$ cat src/rtl/gths_pkg.sv
// Shared types and constants for the grid terrain height sampler.
// Depends on nothing; the divider, sampler, checker and testbench import it.
package gths_pkg;

    localparam int GRID_COUNT_W = 15;
    localparam int INTERVAL_W   = 11;
    localparam int INDEX_W      = 14;
    localparam int HEIGHT_W     = 32;
    localparam int POS_W        = 32;
    localparam int FRAC_W       = 8;
    localparam int CELL_W       = POS_W - FRAC_W;
    localparam int CFG_INDEX_W  = 2;

    localparam int MAX_VERTICES_DEF   = 16384;
    localparam int DIV_BITS_PER_STAGE = 4;

    localparam logic [GRID_COUNT_W-1:0] GRID_COUNT_RST = 15'd129;
    localparam logic [INTERVAL_W-1:0]   INTERVAL_RST   = 11'd1;

    typedef enum logic {
        OP_WRITE = 1'b0,
        OP_QUERY = 1'b1
    } opcode_t;

    typedef enum logic {
        STATUS_OK           = 1'b0,
        STATUS_OUT_OF_RANGE = 1'b1
    } status_t;

    typedef enum logic [CFG_INDEX_W-1:0] {
        CFG_GRID_COUNT_X  = 2'd0,
        CFG_GRID_COUNT_Z  = 2'd1,
        CFG_GRID_INTERVAL = 2'd2
    } cfg_reg_t;

    typedef struct packed {
        opcode_t               opcode;
        logic [INDEX_W-1:0]    vertex_index;
        logic [HEIGHT_W-1:0]   vertex_height;
        logic [POS_W-1:0]      pos_x;
        logic [POS_W-1:0]      pos_z;
    } in_item_t;

    typedef struct packed {
        logic [HEIGHT_W-1:0] height;
        status_t             status;
    } out_item_t;

    // Fields that ride along the cell divider.
    typedef struct packed {
        opcode_t             opcode;
        logic [INDEX_W-1:0]  vertex_index;
        logic [HEIGHT_W-1:0] vertex_height;
        logic [FRAC_W-1:0]   frac_x;
        logic [FRAC_W-1:0]   frac_z;
    } crd_side_t;

    // Fields that ride along the final divider.
    typedef struct packed {
        logic query;
        logic oor;
        logic neg;
    } res_side_t;

endpackage

$ cat src/rtl/gths_div.sv
// Pipelined restoring divider: BPS quotient bits per stage, LANES dividends
// share one divisor. Depends on gths_pkg for the default bits per stage.
module gths_div
    import gths_pkg::*;
#(
    parameter int DW    = 24,
    parameter int VW    = 11,
    parameter int BPS   = DIV_BITS_PER_STAGE,
    parameter int LANES = 1,
    parameter int SW    = 1
) (
    input  logic                       aclk,
    input  logic                       aresetn,
    input  logic                       en,
    input  logic                       in_valid,
    input  logic [LANES-1:0][DW-1:0]   in_dividend,
    input  logic [VW-1:0]              in_divisor,
    input  logic [SW-1:0]              in_side,
    output logic                       out_valid,
    output logic [LANES-1:0][DW-1:0]   out_quot,
    output logic [LANES-1:0][VW-1:0]   out_rem,
    output logic [SW-1:0]              out_side
);

    localparam int NS = (DW + BPS - 1) / BPS;
    localparam int PW = NS * BPS;

    logic [NS-1:0]            vld_reg;
    logic [LANES-1:0][PW-1:0] quo_reg  [NS];
    logic [LANES-1:0][VW-1:0] rem_reg  [NS];
    logic [SW-1:0]            side_reg [NS];

    for (genvar st = 0; st < NS; st++) begin : g_stage
        logic                     vld_cur;
        logic [LANES-1:0][PW-1:0] quo_cur;
        logic [LANES-1:0][PW-1:0] quo_next;
        logic [LANES-1:0][VW-1:0] rem_cur;
        logic [LANES-1:0][VW-1:0] rem_next;
        logic [SW-1:0]            side_cur;

        if (st == 0) begin : g_first
            assign vld_cur  = in_valid;
            assign side_cur = in_side;
            assign rem_cur  = '0;
            for (genvar l = 0; l < LANES; l++) begin : g_lane
                assign quo_cur[l] = PW'(in_dividend[l]);
            end
        end else begin : g_later
            assign vld_cur  = vld_reg[st-1];
            assign side_cur = side_reg[st-1];
            assign rem_cur  = rem_reg[st-1];
            assign quo_cur  = quo_reg[st-1];
        end

        always_comb begin
            logic [VW:0]    t;
            logic [VW-1:0]  r;
            logic [PW-1:0]  q;
            t        = '0;
            r        = '0;
            q        = '0;
            quo_next = quo_cur;
            rem_next = rem_cur;
            for (int l = 0; l < LANES; l++) begin
                r = rem_cur[l];
                q = quo_cur[l];
                for (int b = 0; b < BPS; b++) begin
                    // shift the next dividend bit into the partial remainder
                    t = {r, q[PW-1]};
                    q = {q[PW-2:0], 1'b0};
                    if (t >= {1'b0, in_divisor}) begin
                        t    = t - {1'b0, in_divisor};
                        q[0] = 1'b1;
                    end
                    r = t[VW-1:0];
                end
                quo_next[l] = q;
                rem_next[l] = r;
            end
        end

        always_ff @(posedge aclk) begin
            if (!aresetn) begin
                vld_reg[st] <= 1'b0;
            end else if (en) begin
                vld_reg[st] <= vld_cur;
            end
        end

        always_ff @(posedge aclk) begin
            if (en) begin
                quo_reg[st]  <= quo_next;
                rem_reg[st]  <= rem_next;
                side_reg[st] <= side_cur;
            end
        end
    end

    assign out_valid = vld_reg[NS-1];
    assign out_side  = side_reg[NS-1];
    assign out_rem   = rem_reg[NS-1];
    for (genvar l = 0; l < LANES; l++) begin : g_out
        assign out_quot[l] = quo_reg[NS-1][l][DW-1:0];
    end

endmodule

$ cat config.mk
export PLATFORM = sky130hd
export DESIGN_NAME = gths_div
export DESIGN_NICKNAME = d
export VERILOG_FILES = /design/src/rtl/gths_pkg.sv /design/src/rtl/gths_div.sv
export SDC_FILE = /design/constraint.sdc
export NUM_CORES = 1
export LEC_CHECK = 0
export ABC_AREA = 1
export ABC_CLOCK_PERIOD_IN_PS = 10200
export BUFFER_PORTS_ARGS = -buffer_cell sky130_fd_sc_hd__buf_4
export CAP_MARGIN = 40
export CORE_MARGIN = 2
export CORE_UTILIZATION = 28
export CTS_CLUSTER_SIZE = 16
export DETAILED_ROUTE_END_ITERATION = 16
export HOLD_SLACK_MARGIN = 0.06
export PLACE_DENSITY_LB_ADDON = 0.12
export SETUP_SLACK_MARGIN = 0.5
export SLEW_MARGIN = 20
export SYNTH_ARGS = -nofsm -noshare
export SYNTH_HDL_FRONTEND = slang
export SYNTH_SLANG_ARGS = --single-unit
$ cat constraint.sdc
create_clock -name aclk -period 10.2 [get_ports aclk]
set_input_delay 0.51 -clock aclk [delete_from_list [all_inputs] [get_ports aclk]]
set_output_delay 0.51 -clock aclk [all_outputs]
set_load 0.005 [all_outputs]
# --- After elaboration in Yosys (flattened, before gate mapping) ---
# Memory sizes are Yosys's and may differ from the RTL's.
# Cells that the tools add are included.
totals:
  reg_bits: 6
  output_inout_bits: 37
  memories: 3
  wordCells: 107
  input_bits: 40
  ramBits: 216
memory_table:
  columns: ["memory", "depth", "width", "read_ports", "rd_ports_with_merged_regs", "wr", "line", "rtl"]
  rows:
  - ["quo_reg", 6, 24, 6, 0, 6, "gths_div.sv:29", "logic [LANES-1:0][PW-1:0] quo_reg [NS];"]
  - ["rem_reg", 6, 11, 6, 0, 6, "gths_div.sv:30", "logic [LANES-1:0][VW-1:0] rem_reg [NS];"]
  - ["side_reg", 6, 1, 6, 0, 6, "gths_div.sv:31", "logic [SW-1:0] side_reg [NS];"]
op_classes:
  muxes: 50
  order_cmp: 24
  add_sub_neg: 24
op_table:
  columns: ["operator", "count"]
  rows:
  - [">= comparator 12 x 11 -> 1 bit", 23]
  - ["2-to-1 mux 11 bit", 24]
  - ["subtractor 11 bit", 23]
  - ["2-to-1 mux 1 bit", 26]
  - [">= comparator 1 x 11 -> 1 bit", 1]
  - ["subtractor 1 x 11 -> 11 bit", 1]

# --- Depth between registers and ports, before layout ---
# Gate-level depths: netlist of the first run.
# An unclocked memory read counts as a cell.
logic_depth:
  depth_word: 9
  ltp_mapped: 55
  mapped_depth_nobuf: 51

# --- Worst setup path before layout of the first run ---
# Ideal clock, no wire load.
synth_timing:
  kind: "input-to-reg"
  startpoint: "input in_divisor[1]"
  endpoint: "memory rem_reg[2][0] in the netlist's numbering (data pin)"
  setup_ps: 252
  slack_ps: 2960
  path_stages: 43
  required_ps: 9948
  arrival_time_ps: 6988
  path_buffers: 3
  cell_sequence: "inv_1 > ha_1 > nand3_1 > nand3_1 > nand3_1 > nand3_2 > or2_2 > nand2_1 > inv_1 > ha_1 > nand2_1 > inv_1 > a21boi_0 > nand4_1 > nand2_1 > nand3_4 > buf_2 > o21ai_0 > [7 not listed] > nand2_2 > nor2_8 > buf_6 > nand2_1 > nand2_1 > inv_1 > fa_1 > o21ai_0 > a21oi_1 > o21bai_1 > a21oi_1 > o21bai_1 > a21oi_1 > nand2_1 > nor2_1 > buf_4 > nand2_1 > nand2_1"
synth_lines:
  columns: ["item", "line", "rtl"]
  rows:
  - ["from (decl)", "gths_div.sv:17", "input logic [VW-1:0] in_divisor,"]
  - ["to (decl)", "gths_div.sv:30", null]

==> key figures, run 1 <==
Status
  • Status: finished clean

Drt
  • Drt first-iter violations: 953
  • # DRC: 0
  • Via Count: around 20,000
  • Routed WL: 68.8 mm
  • Antenna-violating nets left: 0
  • First-pass iteration count of the detailed router: 6
  • Avg Vias per Cell: between 4 and 5
  • Routed len/inst: 16.5 um

Setup path
  • R2R depth: 47
  • Crit path kind: reg -> reg
  • Reg-to-reg endpoint: rem_reg[4][0]$_DFFE_PP_
  • Worst setup endpoint: rem_reg[4][0]$_DFFE_PP_
  • Worst r2r src: quo_reg[3][23]$_DFFE_PP_
  • Worst Setup End Kind: flop
  • Worst EP required: 10.64 ns
  • Buf/Inv on CP: 7
  • R2R Setup Slk: 1.69 ns
  • Worst Setup SP: quo_reg[3][23]$_DFFE_PP_
  • WP data arrival: 8.95 ns
  • CP peak stage delay: 0.57 ns
  • Most Frequent Cell on Critical Path: nand2_1
  • Crit-path leading delay family: simple AND/OR/NAND/NOR gates
  • Crit start category: flop
  • CP Depth: 47
  • CP Max Fanout: 14
  • Slowest CP cell: nor2_1

CTS
  • Clock Tree Buf Depth: 3
  • CTS resizes: 0
  • Root buf cell: clkbuf_16
  • Htree depth: 1
  • CTS sink cnt: 222
  • Clock Pin Slew Worst Setup and Hold Paths: 0.06 ns
  • CTS Buf Count: 29
  • # Post-CTS Setup Buffers: 0
  • CTS tree: yes
  • Clk_lat worst skew: around 0.6 ns

Worst hold path
  • Worst hold path type: in -> reg
  • Min-delay src: in_dividend[3]

Placement
  • Routability congestion estimate from global placement: a little under 0.9
  • Port Buffers: 76
  • HPWL Detailed: 54.0 mm

STA
  • Period utilization: 83.4%
  • Final Max Slew Viols: 0
  • Slew headroom: 42.4%
  • Final Setup Violations: 0
  • Setup TNS Final: 0 ns
  • Fin. Hold Viols: 0
  • Slew of the pin with the lowest slew margin: 0.864 ns
  • Minimum clock period: about 8.5 ns
  • Hold Slack: 0.111 ns
  • Worst Skew: 0.0188 ns
  • Max Clk Rate: ~0.12 GHz
  • RSZ-0062 raised after global routing: no

Floorplan
  • Die height: 286 um
  • Io pins: 77
  • Core ar.: 79,000 sq um
  • Initial cell density of the core: 28.3%
  • Die ar.: around 82,000 sq um
  • Rows: 103
  • Die W: 286 um

Cells and area
  • Register area: 6610 sq um
  • Max FFs per register: approximately 140
  • Synthesis-to-layout area growth: 13.4%
  • Area of the multi-input gates: roughly 14,000 sq um
  • Fill cells: 8,401
  • Net total in the final layout: ~3,400
  • Fraction of layout cells with a size suffix above 1: a little under a tenth
  • N_diodes: 0

Yosys
  • Sequential element share of the synthesized area: 29.6%
  • Post-synth net total: ~3,300
  • Async set-reset flop share out of synthesis: 0%
  • Ys flop type: edfxtp_1
  • Synth cell types: 60
  • Post-synth EDFFs: 216
  • Syn avg cell area: 7.53 sq um
  • FF+latch count, synth: around 220
  • Post-Syn Instances: 2,965
  • Synth Warn #: 0
  • Mapped Area: 22,300 sq um

Global route
  • Number of global-route vias before repair: 19,500
  • Total gr overflow: 0
  • Initial antenna violation count: 0
  • Global-route wire length before repair: 109 mm
  • GRT Total Usage: 16.6%
  • Largest net degree at the start of global routing: 101

Job
  • Max-cap check violation count: 0
-- final cells by class --
cell class | count | area share (%)
Timing Repair Buffer | 134 | 4.37
Multi-Input combinational cell | 2326 | 55.4
Sequential cell | 222 | 26.1
Clock buffer | 36 | 2.97
Inverter | 382 | 5.68
Clock inverter | 13 | 0.365
Tap cell | 1050 | 5.19
-- layer usage --
layer,track usage [%],part of all wire [%],up-vias
li1,-,-,10200
met1,22.1,47,9126
met2,29.1,48,340
met3,1.76,3.7,59
met4,3.27,1.7,0
met5,0,0,-
-- through the flow --
| stage | util (%) | worst slack (ns) | cell area [sq um] | cells |
|---|---|---|---|---|
| floorplan | - | 2.96 | 22300 | 2965 |
| finish | 32.1 | 1.69 | 25300 | 4163 |
| detailed placement | 30.7 | 1.01 | 24300 | 4093 |
| CTS | 32.0 | 1.57 | 25300 | 4160 |
| global route | 32.1 | 0.803 | 25300 | 4163 |
| global placement | 30.7 | 0.986 | 24200 | 4092 |
-- worst reg2reg max path: cells and delay by family, from the launching register on --
kind,cells,cell delay (ns)
simple gates,24,3.30
buf+inv,7,0.65
compound gates,11,2.25
flops,1,0.42
fa+ha+maj,5,1.77
-- placed cells by master (no fill, tap or decap), drive strengths merged, types with 6 or more instances in the layout --
master | synthesis | routed
nand2 | 901 | 901
inv | 378 | 380
ha | 255 | 255
nor2 | 244 | 244
edfxtp | 216 | 216
a21oi | 204 | 204
nand3 | 157 | 157
o21ai | 152 | 152
buf | 31 | 116
xor2 | 106 | 106
xnor2 | 65 | 65
nand4 | 51 | 51
clkbuf | 4 | 36
nor3 | 31 | 31
or2 | 24 | 24
fa | 23 | 23
o21bai | 21 | 21
dlygate4sd3 | 0 | 18
clkinv | 4 | 13
a21o | 12 | 12
o2111ai | 12 | 12
nand3b | 12 | 12
o21a | 9 | 9
a31oi | 7 | 7
a211oi | 6 | 6
dfxtp | 6 | 6
a21boi | 6 | 6
-- synth_stat cells (12+ instances only) --
cell type / number / area, sq um
a21o_1: 12 / 90.1
a21oi_1: 201 / 1010
buf_4: 15 / 113
edfxtp_1: 216 / 6490
fa_1: 23 / 460
ha_1: 255 / 3190
inv_1: 361 / 1360
inv_2: 16 / 60.1
nand2_1: 877 / 3290
nand2_2: 21 / 131
nand3_1: 130 / 651
nand3_2: 22 / 220
nand4_1: 47 / 294
nor2_1: 225 / 845
nor3_1: 29 / 145
o2111ai_1: 12 / 105
o21ai_0: 107 / 536
o21ai_1: 24 / 120
o21ai_2: 21 / 184
o21bai_1: 21 / 158
or2_2: 19 / 119
xnor2_1: 65 / 569
xor2_1: 106 / 928
-- how the worst min path moves through the flow --
stage,end,depth (start not counted)
6_report,quo_reg[0][7]$_DFFE_PP_,1
2_1_floorplan,quo_reg[1][10]$_DFFE_PP_,0
3_5_place_dp,quo_reg[1][13]$_DFFE_PP_,0
3_3_place_gp,side_reg[5]$_DFFE_PP_,0
4_1_cts,quo_reg[0][7]$_DFFE_PP_,1
5_1_grt,quo_reg[0][7]$_DFFE_PP_,1
-- logic make-up after synthesis --
logic type / synth area share [%]
AND/OR/NAND/NOR: 28.1
buffers and inverters: 7.66
adder cells (fa/ha/maj): 16.3
AO/OA/AOI/OAI: 11.7
flip-flops: 29.6
XOR/XNOR: 6.70
-- what timing repair did --
action | in CTS | in global routing
endpoints found under the setup margin | 0 | 0
hold buffers | 18 | 0
hold endpoints to repair | 18 | 0
Power of run 1 is not shown: default switching activity piles up to over one toggle a cycle in this logic, so the estimate is an artifact.
==> run 2, diff against run 1 <==
--- a/config.mk
+++ b/config.mk
@@ -5,8 +5,8 @@
 export SDC_FILE = /design/constraint.sdc
 export NUM_CORES = 1
 export LEC_CHECK = 0
-export ABC_AREA = 1
-export ABC_CLOCK_PERIOD_IN_PS = 10200
+export ABC_AREA = 0
+export ABC_CLOCK_PERIOD_IN_PS = 8700
 export BUFFER_PORTS_ARGS = -buffer_cell sky130_fd_sc_hd__buf_4
 export CAP_MARGIN = 40
 export CORE_MARGIN = 2
==> constraint.sdc (replaced) <==
create_clock -name aclk -period 8.7 [get_ports aclk]
set_input_delay 0.435 -clock aclk [delete_from_list [all_inputs] [get_ports aclk]]
set_output_delay 0.435 -clock aclk [all_outputs]
set_load 0.005 [all_outputs]
==> run 2 against run 1 <==
- final cell count fell by 9.2%
- flip-flop and latch count did not move
- critical endpoint is now rem_reg[2][7]$_DFFE_PP_
- die area fell by 6.9%
==> key figures, run 2 <==
Status
  • Status: finished clean (unchanged)

Yosys
  • Ys flop type: edfxtp_1 (unchanged)
  • Sequential element share of the synthesized area: 31.8% (was 29.6%)
  • Mapped Area: 20,800 sq um (was 22,300 sq um)
  • Synth cell types: 88 (was 60)
  • Biggest area consumer among synthesized cells: edfxtp_1 (unchanged)
  • Synth Warn #: 0 (unchanged)
  • Synth top area cells: edfxtp_1, ha_1, mux2_2 (was edfxtp_1, nand2_1, ha_1)
  • Yosys top cell area share: 31.2% (was 29.0%)
  • FF+latch count, synth: 222 (unchanged)
  • Post-synth EDFFs: 216 (unchanged)
  • Post-Syn Instances: 2,178 (was 2,965)
  • Most common cell in the netlist: ha_1 (was nand2_1)
  • Post-synth net total: 2,496 (was 3,283)
  • Syn avg cell area: 9.54 sq um (was 7.53 sq um)
  • Async set-reset flop share out of synthesis: 0% (unchanged)
  • Top cells by count, synth: ha_1, edfxtp_1, nor2_1 (was nand2_1, inv_1, ha_1)

Floorplan
  • Initial cell density of the core: 28.4% (was 28.3%)
  • Die height: 276 um (was 286 um)
  • Die ar.: 76,400 sq um (was 82,100 sq um)
  • Rows: 99 (was 103)
  • Io pins: 77 (unchanged)
  • Core ar.: 73,200 sq um (was 79,000 sq um)
  • Die W: 276 um (was 286 um)

STA
  • Slew headroom: 38.5% (was 42.4%)
  • Final Setup Violations: 0 (unchanged)
  • Hold Slack: 0.116 ns (was 0.111 ns)
  • Setup TNS Final: 0 ns (unchanged)
  • Slew of the pin with the lowest slew margin: 0.922 ns (was 0.864 ns)
  • Worst Skew: 0.0209 ns (was 0.0188 ns)
  • Max Clk Rate: 0.123 GHz (was 0.118 GHz)
  • Final Max Slew Viols: 0 (unchanged)
  • Period utilization: 93.1% (was 83.4%)
  • Fin. Hold Viols: 0 (unchanged)
  • RSZ-0062 raised after global routing: yes (was no)
  • Minimum clock period: 8.10 ns (was 8.51 ns)

Setup path
  • WP data arrival: 8.42 ns (was 8.95 ns)
  • CP Max Fanout: 7 (was 14)
  • Worst setup endpoint: rem_reg[2][7]$_DFFE_PP_ (was rem_reg[4][0]$_DFFE_PP_)
  • Crit-path leading delay family: compound AO/OA/AOI/OAI gates (was simple AND/OR/NAND/NOR gates)
  • Reg-to-reg endpoint: rem_reg[2][7]$_DFFE_PP_ (was rem_reg[4][0]$_DFFE_PP_)
  • Worst Setup SP: quo_reg[1][23]$_DFFE_PP_ (was quo_reg[3][23]$_DFFE_PP_)
  • CP Depth: 40 (was 47)
  • Crit start category: flop (unchanged)
  • CP peak stage delay: 0.55 ns (was 0.57 ns)
  • R2R Setup Slk: 0.60 ns (was 1.69 ns)
  • Most Frequent Cell on Critical Path: o21ai_2 (was nand2_1)
  • Worst Setup End Kind: flop (unchanged)
  • Worst r2r src: quo_reg[1][23]$_DFFE_PP_ (was quo_reg[3][23]$_DFFE_PP_)
  • R2R depth: 40 (was 47)
  • Crit path kind: reg -> reg (unchanged)
  • Buf/Inv on CP: 4 (was 7)
  • Slowest CP cell: or4_4 (was nor2_1)
  • Worst EP required: 9.02 ns (was 10.64 ns)

Drt
  • # DRC: 0 (unchanged)
  • First-pass iteration count of the detailed router: 6 (unchanged)
  • Drt first-iter violations: 941 (was 953)
  • Routed WL: 66.6 mm (was 68.8 mm)
  • Avg Vias per Cell: 4.98 (was 4.73)
  • Routed len/inst: 17.6 um (was 16.5 um)
  • Via Count: 18,800 (was 19,700)
  • Antenna-violating nets left: 0 (unchanged)

Global route
  • Met1 Use GR: 21.7% (was 22.1%)
  • Largest net degree at the start of global routing: 113 (was 101)
  • Initial antenna violation count: 0 (unchanged)
  • Met2 Usage GRT: 29.7% (was 29.1%)
  • GRT Total Usage: 16.7% (was 16.6%)
  • Total gr overflow: 0 (unchanged)
  • M3 GR Usage: 1.54% (was 1.76%)
  • GRT Max-Usage Layer: met2 (unchanged)
  • Number of global-route vias before repair: 18,500 (was 19,500)
  • Global-route wire length before repair: 102 mm (was 109 mm)

Cells and area
  • N_diodes: 0 (unchanged)
  • Fraction of layout cells with a size suffix above 1: 36.4% (was 9.48%)
  • Post-layout util: 39.9% (was 32.1%)
  • Most frequent cells in the layout: buf_4, edfxtp_1, ha_1 (was nand2_1, inv_1, ha_1)
  • Max FFs per register: 144 (unchanged)
  • Commonest non-fill, non-tap cell in the layout: buf_4 (was nand2_1)
  • Net total in the final layout: 3,116 (was 3,413)
  • Synthesis-to-layout area growth: 40.7% (was 13.4%)

Placement
  • Routability congestion estimate from global placement: 0.882 (was 0.876)
  • Port Buffers: 76 (unchanged)
  • HPWL Detailed: 51.6 mm (was 54.0 mm)

CTS
  • CTS tree: yes (unchanged)
  • Root buf cell: clkbuf_16 (unchanged)
  • CTS sink cnt: 222 (unchanged)
  • Clock Tree Buf Depth: 3 (unchanged)
  • Clk_lat worst skew: 0.59 ns (was 0.60 ns)
  • CTS Buf Count: 29 (unchanged)
  • Htree depth: 1 (unchanged)
  • Clock Pin Slew Worst Setup and Hold Paths: 0.06 ns (about the same)

Job
  • Max-cap check violation count: 0 (unchanged)

Worst hold path
  • Worst hold path type: in -> reg (unchanged)
[run 2: how the worst min path moves through the flow]
stage | startpoint | to | depth (start not counted) | slack [ns]
final | aresetn | out_valid$_SDFFE_PN0P_ | 2 | 0.12
after global routing | aresetn | out_valid$_SDFFE_PN0P_ | 2 | 0.09
after CTS | aresetn | out_valid$_SDFFE_PN0P_ | 2 | 0.07
after detailed placement | quo_reg[2][16]$_DFFE_PP_ | quo_reg[3][20]$_DFFE_PP_ | 0 | 0.41
after global placement | side_reg[4]$_DFFE_PP_ | side_reg[5]$_DFFE_PP_ | 0 | 0.40
after floorplan | quo_reg[0][6]$_DFFE_PP_ | quo_reg[1][10]$_DFFE_PP_ | 0 | 0.40
[run 2: cell families after synthesis]
| family | after synthesis | synth area share (%) |
|---|---|---|
| and+or+nand+nor | 662 | 15.8 |
| AOI/OAI and AO/OA | 553 | 17.8 |
| xor gates and xnor gates | 143 | 6.03 |
| adders and majority gates | 278 | 17.6 |
| muxes | 140 | 7.53 |
| buffers and inverters | 180 | 3.51 |
| DFF | 222 | 31.8 |
[run 2: timing repair]
| action | in CTS | in global routing |
|---|---|---|
| pin swaps | 56 | 119 |
| gates resized for setup | 114 | 192 |
| endpoints found under the setup margin | 60 | 72 |
| endpoints found under the hold margin | 21 | 0 |
| gates cloned | 2 | 2 |
| hold buffers | 21 | 0 |
| buffers inserted | 30 | 53 |
[run 2: routing by layer]
layer  share of wire [%]  vias up
li1                    -     9401
met1                  45     9055
met2                  49      279
met3                 2.8       84
met4                 2.7        0
met5                   0        -
[run 2: metrics by stage]
| stage | instance area, sq um | setup slack, ns | cells |
|---|---|---|---|
| CTS | 27900 | 0.495 | 3725 |
| global placement | 26100 | -0.756 | 3618 |
| floorplan | 21100 | 0.0345 | 2178 |
| global route | 29200 | 0.0824 | 3780 |
| detailed placement | 26100 | -0.695 | 3618 |
| finish | 29200 | 0.602 | 3780 |
[run 2: final cells by class]
type                            count  area, sq um
Clock inverter                     22          235
Sequential cell                   222         6610
Timing Repair Buffer              626         5030
Clock buffer                       32          737
Inverter                          142          567
Multi-Input combinational cell   1777        14800
Tap cell                          959         1200
Fill cell                        7244        44000
Power of run 2 is left out for the same reason.
